## src/hdl/ssff_pkg.sv

```systemverilog
// Shared constants and types for the spectrum slope feature finder.
package ssff_pkg;

    // Configuration register indexes
    localparam logic [1:0] REG_STRATEGY      = 2'd0;
    localparam logic [1:0] REG_USE_LAST_DROP = 2'd1;
    localparam logic [1:0] REG_KERNEL_LENGTH = 2'd2;

    // Strategy codes
    localparam logic [1:0] STRAT_DROP = 2'd0;
    localparam logic [1:0] STRAT_MIN  = 2'd1;
    localparam logic [1:0] STRAT_MAX  = 2'd2;

    // Field widths
    localparam int SAMPLE_W = 24;
    localparam int WAVE_W   = 24;
    localparam int SLOPE_W  = 32;
    localparam int INDEX_W  = 12;

    // Quotient of |num| << 16 is at most 41 bits; the divider walks all of them
    localparam int QUOT_W   = 41;

    localparam logic signed [SLOPE_W-1:0] SLOPE_MAX = 32'sh7FFF_FFFF;
    localparam logic signed [SLOPE_W-1:0] SLOPE_MIN = 32'sh8000_0000;

    // Slope handed from the divider to the trackers
    typedef struct packed {
        logic                       bad_step;
        logic signed [SLOPE_W-1:0]  slope;
    } t_slope;

endpackage

```

## src/hdl/spectrum_slope_feature_finder_unit.sv

```systemverilog
// Top level of the spectrum slope feature finder: delay line, serial divider, trackers.
//
// One sample is taken per transaction on the slave side. A sample that forms a slope
// with a rising wavelength passes through a load step, the radix-2 restoring divider
// that produces one quotient bit per cycle over all 41 quotient bits, and a tracker
// update; any other sample goes from the load straight to the tracker update. On a
// sample marked tlast one result transaction is offered on the master side, formed
// from the tracker registers that hold still until it is taken, and the window state
// then clears. Only one sample is in work at a time; s_axis_tready is high only when
// idle, so it is low while the divider runs, the trackers update or a result is waiting.
module spectrum_slope_feature_finder_unit #(
    parameter int MAX_KERNEL  = 16,
    parameter int MAX_SAMPLES = 4096
) (
    input  logic        i_clk,
    input  logic        i_rst_n,
    input  logic        i_cfg_we,
    input  logic [1:0]  i_cfg_index,
    input  logic [4:0]  i_cfg_data,
    input  logic        s_axis_tvalid,
    output logic        s_axis_tready,
    // [23:0] intensity, [47:24] wavelength
    input  logic [47:0] s_axis_tdata,
    input  logic        s_axis_tlast,
    output logic        m_axis_tvalid,
    input  logic        m_axis_tready,
    // [11:0] point_index, [12] valid_res, [13] step_error, zero fill
    output logic [15:0] m_axis_tdata
);
    localparam int PTR_W = $clog2(MAX_KERNEL);
    localparam int CNT_W = $clog2(MAX_SAMPLES) + 1;
    localparam int KL_W  = $clog2(MAX_KERNEL + 1);
    localparam int QC_W  = 6;

    localparam logic [1:0] ST_IDLE = 2'd0;
    localparam logic [1:0] ST_DIV  = 2'd1;
    localparam logic [1:0] ST_UPD  = 2'd2;
    localparam logic [1:0] ST_OUT  = 2'd3;

    // Configuration registers
    logic [1:0] r_strategy;
    logic       r_use_last;
    logic [4:0] r_kernel;

    always_ff @(posedge i_clk) begin
        if (!i_rst_n) begin
            r_strategy <= ssff_pkg::STRAT_DROP;
            r_use_last <= 1'b0;
            r_kernel   <= 5'd2;
        end else if (i_cfg_we) begin
            case (i_cfg_index)
                ssff_pkg::REG_STRATEGY:      r_strategy <= i_cfg_data[1:0];
                ssff_pkg::REG_USE_LAST_DROP: r_use_last <= i_cfg_data[0];
                ssff_pkg::REG_KERNEL_LENGTH: r_kernel   <= i_cfg_data;
                default: ;
            endcase
        end
    end

    // Clamp kernel length into [2, MAX_KERNEL]
    logic [KL_W-1:0] w_k;
    always_comb begin
        if (r_kernel < 5'd2) w_k = KL_W'(2);
        else if (32'(r_kernel) > MAX_KERNEL) w_k = KL_W'(MAX_KERNEL);
        else w_k = KL_W'(r_kernel);
    end

    logic [1:0]  r_state;
    logic [PTR_W-1:0] r_wr_ptr;
    logic [CNT_W-1:0] r_count;
    logic signed [ssff_pkg::SAMPLE_W-1:0] r_int_line [MAX_KERNEL];
    logic [ssff_pkg::WAVE_W-1:0]          r_wav_line [MAX_KERNEL];
    logic [MAX_KERNEL-1:0] r_line_vld;

    // Divider state
    logic [ssff_pkg::QUOT_W-1:0] r_quot;
    logic [ssff_pkg::WAVE_W:0]   r_rem;
    logic [ssff_pkg::WAVE_W-1:0] r_den;
    logic [QC_W-1:0]             r_qcnt;
    logic                        r_neg;
    logic                        r_bad;
    logic                        r_last;
    logic [CNT_W-1:0]            r_slope_idx;
    logic                        r_form_q;

    // Trackers
    logic [ssff_pkg::SLOPE_W-1:0]        r_la;
    logic [ssff_pkg::INDEX_W-1:0]        r_la_pos;
    logic signed [ssff_pkg::SLOPE_W-1:0] r_lo;
    logic [ssff_pkg::INDEX_W-1:0]        r_lo_pos;
    logic signed [ssff_pkg::SLOPE_W-1:0] r_hi;
    logic [ssff_pkg::INDEX_W-1:0]        r_hi_pos;
    logic [CNT_W-1:0] r_first_drop, r_last_drop;
    logic r_drop_found, r_prev_nn, r_err;

    logic [15:0] w_res;

    logic w_s_acc, w_m_acc;
    assign s_axis_tready = (r_state == ST_IDLE);
    assign m_axis_tvalid = (r_state == ST_OUT);
    assign m_axis_tdata  = w_res;
    assign w_s_acc = s_axis_tvalid && s_axis_tready;
    assign w_m_acc = m_axis_tvalid && m_axis_tready;

    // Incoming sample and the old one kernel_length-1 back
    logic signed [ssff_pkg::SAMPLE_W-1:0] w_s;
    logic [ssff_pkg::WAVE_W-1:0]          w_w;
    logic [PTR_W-1:0] w_back;
    logic [PTR_W-1:0] w_old_ptr;
    logic signed [ssff_pkg::SAMPLE_W-1:0] w_s_old;
    logic [ssff_pkg::WAVE_W-1:0]          w_w_old;
    logic signed [ssff_pkg::SAMPLE_W:0]   w_num;
    logic [ssff_pkg::SAMPLE_W:0]          w_mag;
    logic w_in_win, w_form;

    assign w_s = s_axis_tdata[23:0];
    assign w_w = s_axis_tdata[47:24];
    assign w_back = PTR_W'(w_k - KL_W'(1));
    // Step back around the ring of MAX_KERNEL entries
    assign w_old_ptr = (r_wr_ptr >= w_back) ? r_wr_ptr - w_back
                                            : r_wr_ptr + PTR_W'(MAX_KERNEL) - w_back;
    assign w_s_old = r_line_vld[w_old_ptr] ? r_int_line[w_old_ptr] : '0;
    assign w_w_old = r_line_vld[w_old_ptr] ? r_wav_line[w_old_ptr] : '0;
    assign w_num = (ssff_pkg::SAMPLE_W+1)'(w_s) - (ssff_pkg::SAMPLE_W+1)'(w_s_old);
    assign w_mag = w_num[ssff_pkg::SAMPLE_W] ? (ssff_pkg::SAMPLE_W+1)'(-w_num)
                                            : (ssff_pkg::SAMPLE_W+1)'(w_num);
    assign w_in_win = (32'(r_count) < MAX_SAMPLES);
    assign w_form = w_in_win && (r_count >= CNT_W'(w_k - KL_W'(1)));

    // One restoring step: shift in next dividend bit (top of r_quot)
    logic [ssff_pkg::WAVE_W+1:0] w_trial_rem;
    logic [ssff_pkg::WAVE_W+1:0] w_trial_sub;
    assign w_trial_rem = {r_rem, r_quot[ssff_pkg::QUOT_W-1]};
    assign w_trial_sub = w_trial_rem - {2'b00, r_den};

    // Saturate and sign the quotient
    ssff_pkg::t_slope w_sl;
    always_comb begin
        w_sl.bad_step = r_bad;
        if (r_bad) w_sl.slope = '0;
        else if (r_neg) begin
            if (r_quot >= ssff_pkg::QUOT_W'(33'h0_8000_0000)) w_sl.slope = ssff_pkg::SLOPE_MIN;
            else w_sl.slope = -$signed(r_quot[31:0]);
        end else begin
            if (r_quot > ssff_pkg::QUOT_W'(33'h0_7FFF_FFFF)) w_sl.slope = ssff_pkg::SLOPE_MAX;
            else w_sl.slope = $signed(r_quot[31:0]);
        end
    end

    logic [ssff_pkg::SLOPE_W-1:0] w_abs;
    logic [ssff_pkg::INDEX_W-1:0] w_pos;
    assign w_abs = w_sl.slope[31] ? 32'(-w_sl.slope) : 32'(w_sl.slope);
    assign w_pos = r_slope_idx[ssff_pkg::INDEX_W-1:0];

    // Result formed from the tracker state after the last update
    always_comb begin
        logic [CNT_W-1:0]             v_drop;
        logic [ssff_pkg::INDEX_W-1:0] v_idx;
        logic                         v_ok;
        v_drop = r_use_last ? r_last_drop : r_first_drop;
        v_idx  = '0;
        v_ok   = 1'b0;
        if (!r_err && (r_count >= CNT_W'(w_k))) begin
            v_ok = 1'b1;
            case (r_strategy)
                ssff_pkg::STRAT_DROP:
                    v_idx = r_drop_found ? ssff_pkg::INDEX_W'(v_drop - CNT_W'(1)) : r_la_pos;
                ssff_pkg::STRAT_MIN: v_idx = r_lo_pos;
                ssff_pkg::STRAT_MAX: v_idx = r_hi_pos;
                default: v_ok = 1'b0;
            endcase
        end
        if (v_ok) v_idx = v_idx + ssff_pkg::INDEX_W'(w_k >> 1);
        else v_idx = '0;
        w_res = {2'b00, r_err, v_ok, v_idx};
    end

    // Delay line payload
    always_ff @(posedge i_clk) begin
        if (w_s_acc && w_in_win) begin
            r_int_line[r_wr_ptr] <= w_s;
            r_wav_line[r_wr_ptr] <= w_w;
        end
    end

    // Divider payload: load on acceptance, then one quotient bit per cycle
    always_ff @(posedge i_clk) begin
        if (w_s_acc) begin
            r_quot      <= ssff_pkg::QUOT_W'({w_mag, 16'h0000});
            r_rem       <= '0;
            r_den       <= w_w - w_w_old;
            r_neg       <= w_num[ssff_pkg::SAMPLE_W];
            r_bad       <= (w_w <= w_w_old);
            r_qcnt      <= '0;
            r_last      <= s_axis_tlast;
            r_slope_idx <= r_count - CNT_W'(w_k - KL_W'(1));
        end else if (r_state == ST_DIV) begin
            if (w_trial_sub[ssff_pkg::WAVE_W+1]) begin
                r_rem  <= w_trial_rem[ssff_pkg::WAVE_W:0];
                r_quot <= {r_quot[ssff_pkg::QUOT_W-2:0], 1'b0};
            end else begin
                r_rem  <= w_trial_sub[ssff_pkg::WAVE_W:0];
                r_quot <= {r_quot[ssff_pkg::QUOT_W-2:0], 1'b1};
            end
            r_qcnt <= r_qcnt + QC_W'(1);
        end
    end

    // Control and trackers
    always_ff @(posedge i_clk) begin
        if (!i_rst_n) begin
            r_state      <= ST_IDLE;
            r_wr_ptr     <= '0;
            r_count      <= '0;
            r_line_vld   <= '0;
            r_la <= '0; r_la_pos <= '0;
            r_lo <= '0; r_lo_pos <= '0;
            r_hi <= '0; r_hi_pos <= '0;
            r_first_drop <= '0; r_last_drop <= '0;
            r_drop_found <= 1'b0;
            r_prev_nn    <= 1'b0;
            r_err        <= 1'b0;
        end else begin
            case (r_state)
                ST_IDLE: begin
                    if (w_s_acc) begin
                        if (w_in_win) begin
                            r_line_vld[r_wr_ptr] <= 1'b1;
                            r_wr_ptr <= (r_wr_ptr == PTR_W'(MAX_KERNEL - 1)) ? '0
                                                                           : r_wr_ptr + PTR_W'(1);
                            r_count  <= r_count + CNT_W'(1);
                        end
                        r_state <= (w_form && (w_w > w_w_old)) ? ST_DIV : ST_UPD;
                    end
                end
                ST_DIV: begin
                    if (r_qcnt == QC_W'(ssff_pkg::QUOT_W - 1)) r_state <= ST_UPD;
                end
                ST_UPD: begin
                    r_state <= r_last ? ST_OUT : ST_IDLE;
                end
                ST_OUT: begin
                    if (w_m_acc) begin
                        r_state      <= ST_IDLE;
                        r_wr_ptr     <= '0;
                        r_count      <= '0;
                        r_line_vld   <= '0;
                        r_la <= '0; r_la_pos <= '0;
                        r_lo <= '0; r_lo_pos <= '0;
                        r_hi <= '0; r_hi_pos <= '0;
                        r_first_drop <= '0; r_last_drop <= '0;
                        r_drop_found <= 1'b0;
                        r_prev_nn    <= 1'b0;
                        r_err        <= 1'b0;
                    end
                end
                default: r_state <= ST_IDLE;
            endcase
            // Slope update at the end of the divider run or a bad step
            if (r_state == ST_UPD && r_form_q) begin
                if (w_sl.bad_step) r_err <= 1'b1;
                if (r_slope_idx == '0) begin
                    r_la <= w_abs; r_la_pos <= '0;
                    r_lo <= w_sl.slope; r_lo_pos <= '0;
                    r_hi <= w_sl.slope; r_hi_pos <= '0;
                end else begin
                    if (w_abs < r_la) begin r_la <= w_abs; r_la_pos <= w_pos; end
                    if (w_sl.slope < r_lo) begin r_lo <= w_sl.slope; r_lo_pos <= w_pos; end
                    if (w_sl.slope > r_hi) begin r_hi <= w_sl.slope; r_hi_pos <= w_pos; end
                    if (w_sl.slope[31] && r_prev_nn) begin
                        if (!r_drop_found) r_first_drop <= r_slope_idx;
                        r_last_drop  <= r_slope_idx;
                        r_drop_found <= 1'b1;
                    end
                end
                r_prev_nn <= !w_sl.slope[31];
            end
        end
    end

    // Remember whether the accepted sample forms a slope
    always_ff @(posedge i_clk) begin
        if (!i_rst_n) r_form_q <= 1'b0;
        else if (w_s_acc) r_form_q <= w_form;
    end

`ifndef SYNTH
    a_no_accept_busy: assert property (@(posedge i_clk) disable iff (!i_rst_n)
        (r_state != ST_IDLE) |-> !s_axis_tready)
        else $error("sample taken while busy");
    a_out_after_upd: assert property (@(posedge i_clk) disable iff (!i_rst_n)
        $rose(m_axis_tvalid) |-> ($past(r_state) == ST_UPD && r_last))
        else $error("result without last sample");
    a_div_len: assert property (@(posedge i_clk) disable iff (!i_rst_n)
        (r_state == ST_DIV) |-> (r_qcnt < QC_W'(ssff_pkg::QUOT_W)))
        else $error("divider overran");
    a_clear: assert property (@(posedge i_clk) disable iff (!i_rst_n)
        w_m_acc |=> (r_count == '0 && !r_err))
        else $error("window not cleared after result");
`endif

endmodule

```

## config.mk

```make
export PLATFORM = sky130hd
export DESIGN_NAME = spectrum_slope_feature_finder_unit
export DESIGN_NICKNAME = d
export VERILOG_FILES = /design/src/hdl/ssff_pkg.sv /design/src/hdl/spectrum_slope_feature_finder_unit.sv
export SDC_FILE = /design/constraint.sdc
export NUM_CORES = 2
export LEC_CHECK = 0
export BUFFER_PORTS_ARGS = -buffer_cell sky130_fd_sc_hd__clkbuf_2
export CORE_MARGIN = 5
export CORE_UTILIZATION = 40
export CTS_CLUSTER_DIAMETER = 60
export DETAILED_ROUTE_END_ITERATION = 10
export PLACE_DENSITY_LB_ADDON = 0.12
export SYNTH_ARGS = -nofsm -noshare
export SYNTH_HDL_FRONTEND = slang
export SYNTH_SLANG_ARGS = --single-unit
```

## constraint.sdc

```tcl
create_clock -name i_clk -period 10.6 [get_ports i_clk]
set_clock_uncertainty 0.05 [all_clocks]
set_input_delay 2.12 -clock i_clk [delete_from_list [all_inputs] [get_ports i_clk]]
set_output_delay 2.12 -clock i_clk [all_outputs]
set_load 0.1 [all_outputs]
```

# Yosys cells after proc, flatten, opt, wreduce, memory -nomap -nowiden
# Memory sizes are Yosys's and may differ from the RTL's.
# Index checks and enable logic that the tools add are counted.
[totals] out_inout_bits=18 mem_bits_rw=768 inputBits=61 reg_bits=317 n_memories=2 wordCells=199
[memory_table] memory="r_int_line" depth=16 width=24 read_ports=1 rd_ports_with_merged_regs=0 write_ports=1 line_no="spectrum_slope_feature_finder_unit.sv:71" rtl="logic signed [ssff_pkg::SAMPLE_W-1:0] r_int_line [MAX_KERNEL];"
[memory_table] memory="r_wav_line" depth=16 width=24 read_ports=1 rd_ports_with_merged_regs=0 write_ports=1 line_no="spectrum_slope_feature_finder_unit.sv:72" rtl="logic [ssff_pkg::WAVE_W-1:0] r_wav_line [MAX_KERNEL];"
[op_classes] addsub=15 n_reduce_logical=26 n_lt_le_gt_ge=15 eq_ne=13 n_mux=99 bitwise=1
[ops] cell="$mux 32" count=20
[ops] cell="$mux 12" count=19
[ops] cell="$mux 13" count=14
[ops] cell="$mux 41" count=2
[ops] cell="$lt 32x32->1" count=2
[ops] cell="$neg 32->32" count=2
[ops] cell="$mux 25" count=2
[ops] cell="$mux 16" count=3
[ops] cell="$mux 24" count=2
[ops] cell="$ge 41x32->1 const B" count=1
[ops] cell="$gt 41x31->1 const B" count=1
[ops] cell="$pmux 12 s3" count=1
[ops] cell="$gt 32x32->1" count=1
[ops] cell="$pmux 16 s2" count=1
[ops] cell="$pmux 13 s2" count=1
[ops] cell="$sub 26x24->26" count=1
[ops] cell="$neg 25->25" count=1
[ops] cell="$sub 24x24->25" count=1
[ops] cell="$gt 24x24->1" count=1
[ops] cell="$le 24x24->1" count=1
[ops] cell="$sub 24x24->24" count=1
[ops] cell="$mux 1" count=19
[ops] cell="$mux 4" count=4
[ops] cell="$or 16x16->16" count=1
[ops] cell="36 further kinds" count=67

# Depth between registers and ports, before layout
[depth] word_depth=13 mapped_depth=31 depth_no_buf=28

# Worst setup path before layout
# No wires, ideal clock.
[synth_path] path_type="register to output" from="register r_kernel[2]" to="output port m_axis_tdata[8]" t_required_ns=8.430 n_path_buf=0 arrival_time_ns=5.578 path_slack_ns=2.852 stages_incl_launch_ff=13 path_cell_list="dfxtp_1 o311ai_0 ha_1 nand2_1 a21o_1 a21oi_1 nor2b_1 o21ai_0 a41o_1 a21o_1 inv_1 nand4_1 o31ai_1"
[synth_between] word_cells_on_any_way=10 cone_classes="add/sub (1); order compare (3); mux (5); reduce/logical (1)"
[synth_lines] item="start, declared" line_no="spectrum_slope_feature_finder_unit.sv:43" rtl="logic [4:0] r_kernel;"
[synth_lines] item="start signal, assigned" line_no="spectrum_slope_feature_finder_unit.sv:54" rtl="ssff_pkg::REG_KERNEL_LENGTH: r_kernel <= i_cfg_data;"
[synth_lines] item="$gt 5x5->1" line_no="spectrum_slope_feature_finder_unit.sv:64" rtl="else if (32'(r_kernel) > MAX_KERNEL) w_k = KL_W'(MAX_KERNEL);"
[synth_lines] item="$mux 5" line_no="spectrum_slope_feature_finder_unit.sv:64"
[synth_lines] item="$mux 5 (*)" line_no="spectrum_slope_feature_finder_unit.sv:63" rtl="if (r_kernel < 5'd2) w_k = KL_W'(2);"
[synth_lines] item="$ge 13x5->1 (*)" line_no="spectrum_slope_feature_finder_unit.sv:163" rtl="if (!r_err && (r_count >= CNT_W'(w_k))) begin"
[synth_lines] item="$logic_and 1x1->1 (*)" line_no="spectrum_slope_feature_finder_unit.sv:163"
[synth_lines] item="$mux 1 (*)" line_no="spectrum_slope_feature_finder_unit.sv:163"
[synth_lines] item="via m_axis_tdata[12]" line_no="spectrum_slope_feature_finder_unit.sv:28" rtl="output logic [15:0] m_axis_tdata"
[synth_lines] item="$mux 12 (*)" line_no="spectrum_slope_feature_finder_unit.sv:173" rtl="if (v_ok) v_idx = v_idx + ssff_pkg::INDEX_W'(w_k >> 1);"
[synth_lines] item="end, declared" line_no="spectrum_slope_feature_finder_unit.sv:28"
# The timed path passes the listed nets; every way through them passes the cells marked *.

# Worst setup path after layout
[layout_path] from="register r_kernel[2]" to="register r_quot[26] (netlist bit) (data pin)"
[layout_between] elab_chain_cells=12 word_cells_on_any_way=14 cone_classes="add/sub (4); order compare (2); mux (7); memory (1)"
[layout_rtl] item="$gt 5x5->1" line_no="spectrum_slope_feature_finder_unit.sv:64"
[layout_rtl] item="$mux 5" line_no="spectrum_slope_feature_finder_unit.sv:64"
[layout_rtl] item="$mux 5 (*)" line_no="spectrum_slope_feature_finder_unit.sv:63"
[layout_rtl] item="$sub 4x1->4 (*)" line_no="spectrum_slope_feature_finder_unit.sv:118" rtl="assign w_back = PTR_W'(w_k - KL_W'(1));"
[layout_rtl] item="$sub 4x4->4 (*)" line_no="spectrum_slope_feature_finder_unit.sv:120, spectrum_slope_feature_finder_unit.sv:121"
[layout_rtl] item="$bmux 1 s4" line_no="spectrum_slope_feature_finder_unit.sv:122" rtl="assign w_s_old = r_line_vld[w_old_ptr] ? r_int_line[w_old_ptr] : '0;"
[layout_rtl] item="$mux 1 (not written as such)" line_no="spectrum_slope_feature_finder_unit.sv:122"
[layout_rtl] item="$mux 24 (*)" line_no="spectrum_slope_feature_finder_unit.sv:122"
[layout_rtl] item="$sub 24x24->25 (*)" line_no="spectrum_slope_feature_finder_unit.sv:124" rtl="assign w_num = (ssff_pkg::SAMPLE_W+1)'(w_s) - (ssff_pkg::SAMPLE_W+1)'(w_s_old);"
[layout_rtl] item="$neg 25->25" line_no="spectrum_slope_feature_finder_unit.sv:125" rtl="assign w_mag = w_num[ssff_pkg::SAMPLE_W] ? (ssff_pkg::SAMPLE_W+1)'(-w_num)"
[layout_rtl] item="$mux 25 (*)" line_no="spectrum_slope_feature_finder_unit.sv:125"
[layout_rtl] item="$mux 41 (*)" line_no="spectrum_slope_feature_finder_unit.sv:188" rtl="if (w_s_acc) begin"
[layout_rtl] item="end signal, assigned" line_no="spectrum_slope_feature_finder_unit.sv:189" rtl="r_quot <= ssff_pkg::QUOT_W'({w_mag, 16'h0000});"
[layout_rtl] item="end signal, assigned" line_no="spectrum_slope_feature_finder_unit.sv:200" rtl="r_quot <= {r_quot[ssff_pkg::QUOT_W-2:0], 1'b0};"
[layout_rtl] item="end signal, assigned" line_no="spectrum_slope_feature_finder_unit.sv:203" rtl="r_quot <= {r_quot[ssff_pkg::QUOT_W-2:0], 1'b1};"
[layout_rtl] item="end, declared" line_no="spectrum_slope_feature_finder_unit.sv:76" rtl="logic [ssff_pkg::QUOT_W-1:0] r_quot;"
# Every way passes the cells marked *; elsewhere a longest branch is shown, timed or not. The select of a mux whose other input is x is not followed.
# A chain may end at the register's enable or synchronous reset.

==> impl_metrics.json <==
{
  "setup_slack_ns": 2.93,
  "ys_warn_count": 0,
  "combPwrFrac": 0.138,
  "arrival_ns": 8.10,
  "relSlewSlack": 0.212,
  "reg2reg_slack_ns": 2.93,
  "r2r_cells": 25,
  "dieArea_um2": 136000,
  "grt_start_max_net_pins": 117,
  "drt_wl_total_um": 131000,
  "antenna_found_initial": 6,
  "crit_type": "register to register",
  "wl_per_cell_um": 23.2,
  "gp_congestion": 0.798,
  "finalHoldViolCount": 0,
  "final_nets": 4174,
  "ys_seq_elements": 1083,
  "met1_usage": 0.273,
  "ctsHoldBuffers": 0,
  "die_w_um": 369,
  "internal-power_mw": 7.97,
  "min-delay-start": "r_la[21]",
  "p_switching_mw": 2.74,
  "drive_gt1_frac": 0.169,
  "start_kind": "register",
  "fmax_ghz": 0.130,
  "async_reset_ff_frac": 0,
  "ys_types": 105,
  "detail-route-antenna-nets": 0,
  "num_rows": 131,
  "clk_latency_ns": 0.76,
  "initial_core_util": 0.403,
  "seqPwrFrac": 0.439,
  "routed_via_density": 5.57,
  "fin_crit_sh": 0.723,
  "hold-worst-slack_ns": 0.406,
  "drt_iter0_markers": 2168,
  "drt_first_pass_iters": 5,
  "drc": 0,
  "area.growth.synth_to_final_pct": 13.3,
  "numClockSinks": 1083,
  "coreArea_um2": 128000,
  "peakVddDrop_mv": 0.142,
  "post_cts_resize_count": 0,
  "portBuffers": 76,
  "critPathMaxFanout": 116,
  "clkTransAtPathRegs_ns": 0.06,
  "io_pins": 79,
  "tritoncts": "yes",
  "clock_power_share": 0.423,
  "synth_edf_count": 833,
  "post-cts-setup-buffers": 0,
  "grt-ovfl-total": 0,
  "worst_pin_slew_ns": 1.18,
  "avgSynthCellArea_um2": 13.5,
  "final_common_cell": "edfxtp_1",
  "cts_made_buffers": 132,
  "crit_path_end_kind": "register",
  "clockBufferDepth": 3,
  "power.density_nw_per_um2": 184,
  "synth-main-ff-cell": "edfxtp_1",
  "grt.busiest_layer": "met2",
  "final_cell_mix": "edfxtp_1 (833), nand2_1 (295), dfxtp_1 (250)",
  "p_sw_frac": 0.256,
  "rsz0062_at_grt": "false",
  "grt_util_met3": 0.0307,
  "period_needed_ns": 7.67,
  "yosysSeqAreaShare": 0.583,
  "synthesis.area_um2": 51400,
  "startpoint": "r_kernel[2]",
  "cts_max_level": 4,
  "status": "finished clean",
  "worstPathRequired_ns": 11.03,
  "clockRootBuffer": "clkbuf_16",
  "dpl_worst_slack_ns": 2.90,
  "maxCapViolations": 0,
  "leakage_nw": 20.2,
  "finalSetupViolations": 0,
  "holdCritPathClass": "register to register",
  "dp_hpwl_um": 79000,
  "grt_pass1_wl_um": 201000,
  "critPathCapture": "r_quot[26]",
  "first_global_vias": 32000,
  "grtUsageMet2": 0.314,
  "setup_tns_ns": 0,
  "via_count": 31600,
  "die_h_um": 369,
  "r2r_start": "r_kernel[2]",
  "grt_usage": 0.193,
  "drv_slew": 0,
  "syn_inst": 3805,
  "regToRegEndpoint": "r_quot[26]"
}
==> sequential cells by signal, indices dropped and copies added (netlist names), 13 cells and up <==
register / flops
r_slope_idx: 13
r_lo: 32
r_la: 32
r_int_line: 384
r_hi: 32
r_quot: 41
r_count: 13
r_rem: 25
r_line_vld: 16
r_den: 24
r_wav_line: 384
==> power by group through the flow <==
stage                     logic, mW  registers [mW]  clock network (mW)
after floorplan                1.05            4.77                   0
after global placement         1.49            4.79                   0
after detailed placement       1.50            4.79                   0
after CTS                      1.50            4.70                4.65
after global routing           1.61            4.70                4.84
final                          1.48            4.70                4.53
==> cell families after synthesis <==
family | after synthesis | synth area share
compound gates | 712 | 0.0958
mux | 339 | 0.125
flops | 1083 | 0.583
other cells | 2 | 0.000146
xor+xnor | 152 | 0.0259
simple gates | 914 | 0.0875
fa+ha+maj | 213 | 0.0527
buf+inv | 390 | 0.0297
==> critical path, cell delays in order (launching register included) <==
cell and delay [ns]:
dfxtp_1 0.34, nor2_1 0.15, nor2_1 0.06, nor2_1 0.25
ha_1 0.29, inv_1 0.10, ha_4 0.13, inv_1 0.04
fa_4 1.12, buf_12 0.59, mux4_2 0.41, mux4_2 0.54
nand2_1 0.10, ha_1 0.30, or2_1 0.25, a21o_1 0.18
o211a_1 0.16, or4b_1 0.51, a41oi_2 0.30, o211ai_1 0.16
or3_1 0.30, and2_1 0.27, clkinv_2 0.26, o21ai_0 0.16
xnor2_1 0.16, o21ai_0 0.08
==> how the worst min path moves through the flow <==
stage                    endpoint  slack (ns)  depth (start not counted)
finish                   r_la[21]        0.41                          2
global route        r_line_vld[8]        0.43                          2
CTS                      r_la[21]        0.41                          2
detailed placement  r_line_vld[3]        0.40                          2
global placement         r_la[21]        0.39                          2
floorplan           r_line_vld[0]        0.38                          2
==> routing by layer <==
metal	wire length, um	vias to the layer above
met3	5150	177
met2	62000	589
li1	-	14800
met5	34	-
met1	61700	16000
met4	2500	4
==> cell usage after synthesis, types with 8 or more instances <==
library cell	instances	share of area
a211o_1	10	0.0017
a211oi_1	19	0.0028
a21o_1	63	0.0092
a21oi_1	164	0.016
a221o_1	31	0.0060
a22o_1	39	0.0066
a31oi_1	34	0.0041
a32o_1	14	0.0027
a32oi_1	12	0.0020
and2_1	15	0.0018
and3_1	44	0.0054
buf_1	8	0.00058
buf_2	25	0.0024
clkbuf_1	146	0.011
dfxtp_1	250	0.097
edfxtp_1	833	0.49
ha_1	207	0.050
inv_1	202	0.015
mux2_2	8	0.0018
mux2i_1	90	0.018
mux4_2	241	0.11
nand2_1	296	0.022
nand2b_1	24	0.0029
nand3_1	103	0.010
nand4_1	35	0.0043
nor2_1	214	0.016
nor2b_1	33	0.0040
nor3_1	40	0.0039
nor4_1	12	0.0015
o211ai_1	22	0.0032
o21a_1	23	0.0034
o21ai_0	123	0.012
o21ai_1	30	0.0029
o21bai_1	12	0.0018
o22ai_1	10	0.0012
o31ai_1	24	0.0035
or2_2	9	0.0011
or3_1	25	0.0030
xnor2_1	93	0.016
xor2_1	59	0.010
==> cell type report <==
class	count	area, um^2
clock buffer	169	3540
clock inverter	70	850
sequential	1083	30000
antenna	2	5.00
timing repair buffer	138	871
fill	11300	69400
inverter	205	771
tap	1662	2080
multi-input combinational	2340	20200
==> per-stage QoR <==
step                      cells  utilization  instance area [um^2]  power [mW]
after floorplan            3813            -                 51500        5.82
after global placement     5428        0.422                 53900        6.28
after detailed placement   5428        0.422                 53900        6.29
after CTS                  5667        0.456                 58300        10.9
after global routing       5668        0.456                 58300        11.2
final                      5669        0.456                 58300        10.7
(Power assumes the default switching activity.)
